File: src/hdl/sst_pkg.sv
// Shared types and constants for the sparse-set slot table.
package sst_pkg;

  localparam int HANDLE_W   = 8;
  localparam int COUNT_W    = 9;
  localparam int PAYLOAD_W  = 32;
  localparam int CAPACITY_DEF = 256;

  localparam logic [1:0] MODE_CREATE = 2'd0;
  localparam logic [1:0] MODE_REMOVE = 2'd1;
  localparam logic [1:0] MODE_LOOKUP = 2'd2;

  localparam logic [1:0] ST_OK      = 2'd0;
  localparam logic [1:0] ST_FULL    = 2'd1;
  localparam logic [1:0] ST_INVALID = 2'd2;

  typedef struct packed {
    logic [1:0]           mode;
    logic [HANDLE_W-1:0]  handle;
    logic [PAYLOAD_W-1:0] entry_data;
  } sst_in_t;

  typedef struct packed {
    logic [HANDLE_W-1:0]  result_handle;
    logic [HANDLE_W-1:0]  dense_index;
    logic                 found;
    logic [PAYLOAD_W-1:0] payload;
    logic [COUNT_W-1:0]   live_count;
    logic [1:0]           status;
  } sst_out_t;

  typedef enum logic [1:0] {
    S_IDLE,
    S_RESOLVE,
    S_UPDATE
  } sst_state_t;

  typedef struct packed {
    logic accept;
    logic create;
    logic fetch;
    logic remove;
    logic respond;
  } sst_cmd_t;

  typedef struct packed {
    logic [1:0] mode;
    logic       hit;
    logic       out_free;
  } sst_sts_t;

endpackage

File: src/hdl/sst_ctrl.sv
// Operation sequencer for the sparse-set slot table.
module sst_ctrl import sst_pkg::*; (
  input  logic     clk,
  input  logic     rst_n,
  input  logic     in_valid,
  output logic     in_ready,
  input  sst_sts_t sts_i,
  output sst_cmd_t cmd_o
);

  sst_state_t state_r, state_nxt;
  logic       is_probe;

  assign is_probe = (sts_i.mode == MODE_REMOVE) || (sts_i.mode == MODE_LOOKUP);

  always_ff @(posedge clk) begin
    if (!rst_n) begin
      state_r <= S_IDLE;
    end else begin
      state_r <= state_nxt;
    end
  end

  always_comb begin
    state_nxt = state_r;
    cmd_o     = '0;
    in_ready  = 1'b0;
    unique case (state_r)
      S_IDLE: begin
        in_ready = 1'b1;
        if (in_valid) begin
          cmd_o.accept = 1'b1;
          state_nxt    = S_RESOLVE;
        end
      end
      S_RESOLVE: begin
        if (is_probe && sts_i.hit) begin
          cmd_o.fetch = 1'b1;
          state_nxt   = S_UPDATE;
        end else if (sts_i.out_free) begin
          cmd_o.respond = 1'b1;
          cmd_o.create  = (sts_i.mode == MODE_CREATE);
          state_nxt     = S_IDLE;
        end
      end
      S_UPDATE: begin
        if (sts_i.out_free) begin
          cmd_o.respond = 1'b1;
          cmd_o.remove  = (sts_i.mode == MODE_REMOVE);
          state_nxt     = S_IDLE;
        end
      end
      default: state_nxt = S_IDLE;
    endcase
  end

endmodule

File: config.mk
export PLATFORM = sky130hd
export DESIGN_NAME = sst_ctrl
export DESIGN_NICKNAME = d
export VERILOG_FILES = /design/src/hdl/sst_pkg.sv /design/src/hdl/sst_ctrl.sv
export SDC_FILE = /design/constraint.sdc
export NUM_CORES = 1
export LEC_CHECK = 0
export ABC_CLOCK_PERIOD_IN_PS = 1950
export BUFFER_PORTS_ARGS = -buffer_cell sky130_fd_sc_hd__buf_4
export CAP_MARGIN = 20
export CORE_AREA = 5 5 42 44
export DETAILED_ROUTE_END_ITERATION = 8
export DIE_AREA = 0 0 47 49
export SYNTH_ARGS = -nofsm -noshare
export SYNTH_HDL_FRONTEND = slang
export SYNTH_SLANG_ARGS = --single-unit
File: constraint.sdc
create_clock -name clk -period 1.95 [get_ports clk]
set_input_delay 0.2925 -clock clk [delete_from_list [all_inputs] [get_ports clk]]
set_output_delay 0.2925 -clock clk [all_outputs]
set_load 0.05 [all_outputs]
Word level (Yosys, flattened, before mapping)
Cells that the tools add are included.
{"block": "word_totals", "latch_bits": 0, "input_bits": 7, "mem_bits_ro": 0, "mem_bits_rw": 0, "word_cells": 26, "output_inout_bits": 6, "memories": 0, "register_bits": 2}
{"block": "op_classes", "muxes": 16, "shift": 0, "n_bitwise": 0, "multipliers": 0, "n_eq_ne": 5, "n_div": 0, "n_reduce_logical": 4, "n_lt_le_gt_ge": 0, "n_addsub": 0}
{"cell": "2-bit 2-to-1 mux", "count": 5}
{"cell": "1-bit 2-to-1 mux", "count": 9}
{"cell": "2-bit case mux with 3 select lines", "count": 1}
{"cell": "2-bit by 1-bit == test with 1-bit output (second input constant)", "count": 2}
{"cell": "2-bit == test (second input constant)", "count": 2}
{"cell": "2-bit logical NOT", "count": 2}
{"cell": "2-bit inequality test (second input constant)", "count": 1}
{"cell": "1-bit case mux with 2 select lines", "count": 1}
{"cell": "1-bit logical AND", "count": 1}
{"cell": "1-bit logical OR", "count": 1}

Longest topological paths before layout
Gate-level depths: netlist (run 1).
{"block": "depth", "ltp_word": 5, "depth_mapped": 5, "mapped_depth_nobuf": 5}

Worst setup path after synthesis (run 1)
No wires, ideal clock.
{"block": "synth_path", "path_type": "reg2out", "start": "reg state_r[0]", "end": "out cmd_o[4] (netlist bit)", "stages_incl_launch_ff": 4, "path_slack_ns": 0.247, "t_arrival_ns": 1.411, "path_buffers": 0, "required_time_ns": 1.657, "path_cell_list": "dfxtp_1 > inv_1 > ha_1 > and2_1"}
{"item": "from (decl)", "line_no": "sst_ctrl.sv:11", "rtl": "sst_state_t state_r, state_nxt;"}
{"item": "from (signal assigned)", "line_no": "sst_ctrl.sv:20", "rtl": "state_r <= state_nxt;"}
{"item": "to (decl)", "line_no": "sst_ctrl.sv:8", "rtl": "output sst_cmd_t cmd_o"}

==> results.ini, run 1 <==
[outcome]
outcome = completed

[floorplanning]
initial_core_util_pct = 17.2
dieArea_sq_um = 2300
die_w_um = 47
fp-row-count = 14
ios = 13
core_area_sq_um = 1400
die_h_um = 49

[sta]
fmax_ghz = 0.596
period_minus_slack_ns = 1.68
rsz0062_at_grt = no
fin_tns_setup_ns = 0
fin_crit_sh_pct = 86.1
finalMaxSlewViolations = 0
setup_violations = 0
finClkSkew_ns = 0.00268
tightest_slew_ns = 0.261
slew_headroom_pct = 82.4
setup_ws_ns = 0.272
finalHoldViolCount = 0

[global_route]
grt_overflow = 0
grt_max_degree = 6
grt_pass1_wl_um = 938
antenna_found_initial = 0
grt_pass1_vias = 237
gr-usage-all-layers_pct = 5.91

[worst_setup_path]
reg2reg_from = state_r[0]
crit_type = register to output pin
cp_cell_sequence = inv_1, ha_1, a21oi_1, nor2_1, buf_4
slowest_delay_ns = 0.39
cp_max_fo = 5
crit_family = flip-flops
crit_path_start_kind = register
worst-path-buf-inv = 2
cp.required_ns = 1.66
reg2regPathDepth = 5
worstPathArrival_ns = 1.39
r2r_end = state_r[1]
reg2reg_setup_slack_ns = 0.68
worstSetupEndpointType = output pin
slowest_stage = dfxtp_1

[placement]
portBuffers = 12
dp_slack_ns = 0.416
gp_congestion = 0.720
hpwl_um = 490

[synth]
seq_area_frac_synth_pct = 16.6
yosys_warnings = 0
synth_seq_cells = 2
synthCells = 30
yosysTopAreaCell = ha_1
synth_top_area_share_pct = 31.1
synthesis.area_sq_um = 241
avgSynthCellArea_sq_um = 8.05
yosysUniqueCellTypes = 15
synthTopCellsByArea = ha_1 31%, dfxtp_1 17%, inv_1 9.3%, nand2_1 6.2%, a32o_1 4.1%
syn_nets = 43

[finish]
antennaDiodeCount = 0
reg.largest.list = state_r (2)
largest-register = state_r
largest_reg_flops = 2
nFillCells = 162
area_delta_synth_final_pct = 54.9
nets = 60
layout-drive-gt1-share_pct = 37.8

[power_and_ir_drop]
irDropWorstVdd_mv = 0.191
p_per_area_nw_per_um2 = 586
p_leak_nw = 0.199

[clocking]
clock-sinks = 2
root_buffer = clkbuf_4
numCtsBuffers = 3
post_cts_buffers = 0
clock_latency_ns = 0.22
clk_pin_slew_ns = 0.03
cts.path.max_buffers = 2
htreeDepth = 1
cts_tree = yes
hold_buffers = 0
cts_resized = 0

[hold_path]
min_to = state_r[0]
worst_hold_path.num_cells = 2
holdCritStartpoint = sts_i[0]
hold_class = input pin to register

[detailed_routing]
post_drt_wl_per_cell_um = 9.67
drt_pass1_iterations = 2
vias_per_cell = 4.07
vias = 248
finalWirelength_um = 590
antenna_left = 0
drc = 0
drt_iter0_drc = 1

[job]
cap_violations = 0

[routing by layer]
| layer | global-route usage, % | wire length, um | vias up |
|---|---|---|---|
| met2 | 9.05 | 317 | 6 |
| met3 | 2.21 | 54 | 0 |
| met4 | 5.53 | 0 | 0 |
| met5 | 0 | 0 | - |
| met1 | 5.69 | 219 | 105 |
| li1 | - | - | 137 |
[metrics by stage]
step,total power [mW],utilization (%),instance area (sq um),instances,hold slack [ns]
after global routing,0.245,26.7,374,61,0.305
after detailed placement,0.130,25.1,352,58,0.519
after floorplan,0.101,-,241,30,0.394
after global placement,0.130,25.1,352,58,0.508
after CTS,0.227,26.7,374,61,0.292
final,0.219,26.7,374,61,0.302
[power breakdown]
part           internal, mW  switching (mW)
Combinational        0.0313          0.0495
Sequential           0.0442         0.00372
Clock                0.0678          0.0227
[cell families (layout without fill, tap and decap cells)]
group                      Yosys count  in the layout  share of synthesized area [%]
DFF                                  2              2                           16.6
adders and majority gates            6              6                           31.1
AOI/OAI and AO/OA                    6              6                           21.2
buffers and inverters                6             21                           9.33
and+or+nand+nor                     10             10                           21.8
[synth_stat cells]
cell type	instances
o211a_1	1
inv_1	6
o41ai_1	1
nor2_1	2
and2_1	1
and3_1	1
o2111ai_1	1
o32ai_1	1
a32o_1	1
nand2_1	4
dfxtp_1	2
and3_2	1
a21oi_1	1
ha_1	6
and4_2	1
[area by class of cell]
cell class	count	area, sq um	share of cell area [%]
multi-input combinational	22	179	47.8
timing repair buffer	12	90.1	24.1
sequential	2	40.0	10.7
clock buffer	3	22.5	6.02
inverter	6	22.5	6.02
tap	16	20.0	5.35
[cells in the final DEF (no fill, tap or decap), types with 2 or more instances in the layout]
cell type  instances
inv_1              6
dfxtp_1            2
buf_4             12
ha_1               6
nor2_1             2
nand2_1            4
clkbuf_4           3
[how the worst max path moves through the flow]
stage	from	endpoint	slack [ns]	cells after the start
after floorplan	state_r[0]	cmd_o[4]	0.25	3
after global placement	sts_i[2]	cmd_o[0]	0.43	7
after detailed placement	sts_i[3]	cmd_o[0]	0.42	7
after CTS	state_r[0]	cmd_o[0]	0.24	5
after global routing	state_r[0]	cmd_o[0]	0.16	5
final	state_r[0]	cmd_o[0]	0.27	5
Note: power is estimated with default switching activity, not from simulation.
==> inputs of run 2 (changes only) <==
Settings changed: RECOVER_POWER set to 100.
==> run 2 against run 1 <==
Via count shrank 0.40%. Hold slack improved by 0.00092 ns. Sequential power hardly changed. Routed wire length down 0.51%. Register-to-register slack hardly changed. Power down 2.3%. Critical path depth unchanged. Critical path type unchanged. Largest power group unchanged.
==> results.ini, run 2 (synthesis gave the netlist of run 1 again) <==
[outcome]
outcome = completed  ; unchanged

[worst_setup_path]
worst-path-buf-inv = 2  ; unchanged
worstSetupEndpointType = output pin  ; unchanged
cp.required_ns = 1.66  ; about the same
r2r_end = state_r[1]  ; unchanged
cp_max_fo = 5  ; unchanged
worstPathArrival_ns = 1.43  ; was 1.39 ns
crit_type = register to output pin  ; unchanged
endpoint = cmd_o[0]  ; unchanged
crit_family = flip-flops  ; unchanged
cp_cell_sequence = inv_1, ha_1, a21oi_1, nor2_1, clkbuf_2  ; was inv_1, ha_1, a21oi_1, nor2_1, buf_4
reg2reg_from = state_r[0]  ; unchanged
reg2reg_setup_slack_ns = 0.68  ; about the same
reg2regPathDepth = 5  ; unchanged
slowest_delay_ns = 0.39  ; about the same
cp-startpoint = state_r[0]  ; unchanged
cp_num_cells = 5  ; unchanged
crit_path_start_kind = register  ; unchanged
slowest_stage = dfxtp_1  ; unchanged

[sta]
finClkSkew_ns = 0.00268  ; unchanged
period_minus_slack_ns = 1.72  ; was 1.68 ns
rsz0062_at_grt = no  ; unchanged
fmax_ghz = 0.581  ; was 0.596 GHz
setup_violations = 0  ; unchanged
whs_ns = 0.303  ; was 0.302 ns
finalMaxSlewViolations = 0  ; unchanged
slew_headroom_pct = 60.3  ; was 82.4%
tightest_slew_ns = 0.598  ; was 0.261 ns
finalHoldViolCount = 0  ; unchanged
fin_crit_sh_pct = 88.2  ; was 86.1%
fin_tns_setup_ns = 0  ; unchanged

[finish]
area_delta_synth_final_pct = 48.2  ; was 54.9%
antennaDiodeCount = 0  ; unchanged
instances_no_fill = 61  ; unchanged
nets = 60  ; unchanged
design_area_sq_um = 358  ; was 374 sq um
mostFrequentLayoutCells = 6 x inv_1, 6 x ha_1, 6 x buf_4  ; was 12 x buf_4, 6 x inv_1, 6 x ha_1
layout-drive-gt1-share_pct = 35.6  ; was 37.8%
reg.largest.list = state_r (2)  ; unchanged
largest-register = state_r  ; unchanged
final_util_pct = 25.5  ; was 26.7%
largest_reg_flops = 2  ; unchanged

[global_route]
grt_pass1_wl_um = 938  ; unchanged
grt_max_degree = 6  ; unchanged
gr-usage-all-layers_pct = 5.91  ; unchanged
antenna_found_initial = 0  ; unchanged
grt_busiest_layer = met2  ; unchanged
use_met1_pct = 5.69  ; unchanged
grt_use_met2_pct = 9.05  ; unchanged
grt_overflow = 0  ; unchanged
grt_pass1_vias = 237  ; unchanged
grtUsageMet3_pct = 2.21  ; unchanged

[detailed_routing]
vias_per_cell = 4.05  ; was 4.07
drt_iter0_drc = 1  ; unchanged
finalWirelength_um = 587  ; was 590 um
drc = 0  ; unchanged
antenna_left = 0  ; unchanged
vias = 247  ; was 248
drt_pass1_iterations = 2  ; unchanged
post_drt_wl_per_cell_um = 9.62  ; was 9.67 um

[power_and_ir_drop]
p_leak_nw = 0.192  ; was 0.199 nW
p_per_area_nw_per_um2 = 599  ; was 586 nW/um^2
p_seq_share_pct = 22.4  ; was 21.8%
p_comb_share_pct = 35.4  ; was 36.9%
power_frac_clock_pct = 42.3  ; was 41.3%
internal-power_mw = 0.139  ; was 0.143 mW
p_switching_mw = 0.0758  ; was 0.0760 mW
irDropWorstVdd_mv = 0.189  ; was 0.191 mV
switching_share_pct = 35.4  ; was 34.6%

[clocking]
root_buffer = clkbuf_4  ; unchanged
post_cts_buffers = 0  ; unchanged
clk_pin_slew_ns = 0.03  ; about the same
clock_latency_ns = 0.22  ; about the same
cts.path.max_buffers = 2  ; unchanged
clock-sinks = 2  ; unchanged
hold_buffers = 0  ; unchanged
cts_resized = 0  ; unchanged
htreeDepth = 1  ; unchanged
cts_tree = yes  ; unchanged
numCtsBuffers = 3  ; unchanged

[placement]
gp_congestion = 0.720  ; unchanged
hpwl_um = 490  ; unchanged
portBuffers = 12  ; unchanged
place_area_sq_um = 352  ; unchanged
place_inst = 58  ; unchanged

[floorplanning]
ios = 13  ; unchanged
fp-row-count = 14  ; unchanged
die_h_um = 49  ; unchanged
dieArea_sq_um = 2300  ; unchanged
initial_core_util_pct = 17.2  ; unchanged
die_w_um = 47  ; unchanged
core_area_sq_um = 1400  ; unchanged

[hold_path]
holdCritStartpoint = sts_i[0]  ; unchanged
hold_class = input pin to register  ; unchanged

[job]
cap_violations = 0  ; unchanged

-- run 2: cell types whose count changed in the layout (fill, tap and decap cells not counted) --
cell,previous run,this run
clkbuf_2,0,5
clkbuf_1,0,1
buf_4,12,6
-- run 2: stage by stage --
stage	power [mW]	worst slack, ns
4_1_cts	0.227	0.244
6_report	0.214	0.230
5_1_grt	0.240	0.108
3_3_place_gp	0.130	0.430
2_1_floorplan	0.101	0.247
3_5_place_dp	0.130	0.416
-- run 2: cell type report --
type	count	area (sq um)
Inverter	6	22.5
Multi-Input combinational cell	22	179
Tap cell	16	20.0
Clock buffer	3	22.5
Sequential cell	2	40.0
Fill cell	166	1040
Timing Repair Buffer	12	73.8
-- run 2: power groups by stage --
| stage | clock network, mW | logic (mW) | registers [mW] |
|---|---|---|---|
| after floorplan | 0 | 0.0536 | 0.0475 |
| after global placement | 0 | 0.0814 | 0.0481 |
| after detailed placement | 0 | 0.0817 | 0.0484 |
| after CTS | 0.0977 | 0.0818 | 0.0479 |
| after global routing | 0.108 | 0.0842 | 0.0487 |
| final | 0.0905 | 0.0759 | 0.0479 |
-- run 2: worst reg2reg max path: cells and delay by family (launching register included) --
family / cells / cell delay, ns
AOI/OAI and AO/OA: 2 / 0.34
adders and majority gates: 1 / 0.22
buffers and inverters: 1 / 0.09
and+or+nand+nor: 1 / 0.11
DFF: 1 / 0.39
-- run 2: how the worst min path moves through the flow --
stage,to,cells past startpoint,slack (ns)
finish,state_r[0],2,0.30
global route,state_r[0],2,0.30
CTS,state_r[0],2,0.29
detailed placement,state_r[0],2,0.52
global placement,state_r[0],2,0.51
floorplan,state_r[0],1,0.39
-- run 2: routing by layer --
metal / up-vias / wire length, um / share of wire (%)
li1: 137 / - / -
met1: 104 / 218 / 37
met2: 6 / 314 / 53
met3: 0 / 54 / 9.2
met4: 0 / 0 / 0
met5: - / 0 / 0
==> inputs of run 3 (changes only) <==
Settings changed: ABC_CLOCK_PERIOD_IN_PS 1950 to 1700.
Clock period 1.95 ns to 1.7 ns, I/O delays scaled along.
==> run 3 against run 2 <==
Power up 18%. Final cell count unchanged. Critical path depth decreased by 1. Register-to-register slack got worse by 0.26 ns. Worst setup slack worse by 0.13 ns. Clock-buffer cell count is the same. Non-clock buffer count did not move. Sequential power grew 14%. Final area up 4.9%. Clock power up 16%. Largest power group unchanged. First-iteration DRC count grew to 3.0 times the previous value.
==> results.ini, run 3 (synthesis gave the netlist of run 1 again) <==
[power_and_ir_drop]
switching_share_pct = 35.4  ; about the same
internal-power_mw = 0.163  ; was 0.139 mW
p_leak_nw = 0.198  ; was 0.192 nW
p_comb_share_pct = 36.8  ; was 35.4%
irDropWorstVdd_mv = 0.311  ; was 0.189 mV
p_seq_share_pct = 21.7  ; was 22.4%
power_frac_clock_pct = 41.5  ; was 42.3%
p_switching_mw = 0.0896  ; was 0.0758 mW
p_per_area_nw_per_um2 = 673  ; was 599 nW/um^2

[sta]
setup_ws_ns = 0.0971  ; was 0.230 ns
fin_crit_sh_pct = 94.3
finClkSkew_ns = 0.000890  ; was 0.00268 ns
finalHoldViolCount = 0  ; unchanged
tightest_slew_ns = 0.314  ; was 0.598 ns
fmax_ghz = 0.624
finalMaxSlewViolations = 0  ; unchanged
fin_tns_setup_ns = 0  ; unchanged
slew_headroom_pct = 78.8  ; was 60.3%
rsz0062_at_grt = no  ; unchanged
period_minus_slack_ns = 1.60
setup_violations = 0  ; unchanged
whs_ns = 0.272  ; was 0.303 ns

[floorplanning]
fp-row-count = 14  ; unchanged
dieArea_sq_um = 2300  ; unchanged
initial_core_util_pct = 17.2  ; unchanged
die_w_um = 47  ; unchanged
core_area_sq_um = 1400  ; unchanged
die_h_um = 49  ; unchanged
ios = 13  ; unchanged

[worst_setup_path]
worstSetupEndpointType = output pin  ; unchanged
crit_type = register to output pin  ; unchanged
cp_max_fo = 4  ; was 5
worstPathArrival_ns = 1.35  ; was 1.43 ns
crit_path_start_kind = register  ; unchanged
cp.required_ns = 1.44  ; was 1.66 ns

[finish]
final_util_pct = 26.8  ; was 25.5%
largest-register = state_r  ; unchanged
area_delta_synth_final_pct = 55.4  ; was 48.2%
mostFrequentLayoutCells = 7 x clkbuf_4, 7 x buf_4, 6 x inv_1, 6 x ha_1, 4 x nand2_1  ; was 6 x inv_1, 6 x ha_1, 6 x buf_4
layout-drive-gt1-share_pct = 40.0  ; was 35.6%
antennaDiodeCount = 0  ; unchanged
largest_reg_flops = 2  ; unchanged
nets = 60  ; unchanged
reg.largest.list = state_r (2)  ; unchanged
instances_no_fill = 61  ; unchanged

[outcome]
outcome = completed  ; unchanged

[global_route]
grt_overflow = 0  ; unchanged
antenna_found_initial = 0  ; unchanged
gr-usage-all-layers_pct = 6.54  ; was 5.91%
grt_pass1_wl_um = 1080  ; was 938 um
grt_pass1_vias = 284  ; was 237
grt_max_degree = 6  ; unchanged

[clocking]
cts_tree = yes  ; unchanged
clk_pin_slew_ns = 0.03  ; about the same
clock_latency_ns = 0.22  ; about the same
htreeDepth = 1  ; unchanged
numCtsBuffers = 3  ; unchanged
cts_resized = 0  ; unchanged
hold_buffers = 0  ; unchanged
post_cts_buffers = 0  ; unchanged
cts.path.max_buffers = 2  ; unchanged
root_buffer = clkbuf_4  ; unchanged
clock-sinks = 2  ; unchanged

[placement]
gp_congestion = 0.741  ; was 0.720
hpwl_um = 542  ; was 490 um
portBuffers = 12  ; unchanged
dp_slack_ns = 0.283  ; was 0.416 ns
place_inst = 58  ; unchanged

[job]
cap_violations = 0  ; unchanged

[detailed_routing]
vias_per_cell = 4.36  ; was 4.05
antenna_left = 0  ; unchanged
finalWirelength_um = 634  ; was 587 um
drt_pass1_iterations = 2  ; unchanged
vias = 266  ; was 247
post_drt_wl_per_cell_um = 10.4  ; was 9.62 um
drc = 0  ; unchanged
drt_iter0_drc = 3  ; was 1

[hold_path]
hold_class = input pin to register  ; unchanged

## run 3: changes by cell type in the layout (fill, tap and decap cells not counted), sizes merged
cell    delta
clkbuf     -1
buf        +1
## run 3: path summary, 6_finish.rpt
| kind | start | endpoint | slack [ns] | cells past startpoint |
|---|---|---|---|---|
| worst min-delay path | sts_i[0] | state_r[0] | 0.27 | 2 |
| worst min register to register | state_r[0] | state_r[0] | 0.53 | 2 |
| worst max-delay path | state_r[1] | cmd_o[2] | 0.1 | 4 |
| worst max register to register | state_r[0] | state_r[1] | 0.42 | 5 |
## run 3: power groups by stage
| stage | Clock [mW] | Sequential (mW) | Combinational, mW |
|---|---|---|---|
| 2_1_floorplan | 0 | 0.0544 | 0.0615 |
| 3_3_place_gp | 0 | 0.0552 | 0.0936 |
| 3_5_place_dp | 0 | 0.0555 | 0.0948 |
| 4_1_cts | 0.115 | 0.0548 | 0.0949 |
| 5_1_grt | 0.113 | 0.0555 | 0.105 |
| 6_report | 0.105 | 0.0548 | 0.0931 |
## run 3: through the flow
step / power, mW / area (sq um)
floorplan: 0.116 / 241
global placement: 0.149 / 352
detailed placement: 0.150 / 352
CTS: 0.265 / 374
global route: 0.273 / 375
finish: 0.253 / 375
## run 3: layout make-up
type | count | area, sq um
Clock buffer | 3 | 22.5
Timing Repair Buffer | 12 | 87.6
Multi-Input combinational cell | 22 | 183
Sequential cell | 2 | 40.0
Tap cell | 16 | 20.0
Inverter | 6 | 22.5
Fill cell | 169 | 1030
## run 3: critical path, cell delays in order (launching register included)
cell      delay [ns]
dfxtp_1         0.36
inv_1           0.08
ha_1            0.23
and3_2          0.24
clkbuf_4        0.21
## run 3: routing by layer
metal | vias to the layer above | track usage, % | part of all wire, % | wire length [um]
li1 | 138 | - | - | -
met1 | 122 | 7.22 | 36 | 229
met2 | 6 | 9.95 | 55 | 347
met3 | 0 | 1.48 | 9.0 | 57
met4 | 0 | 5.53 | 0 | 0
met5 | - | 0 | 0 | 0
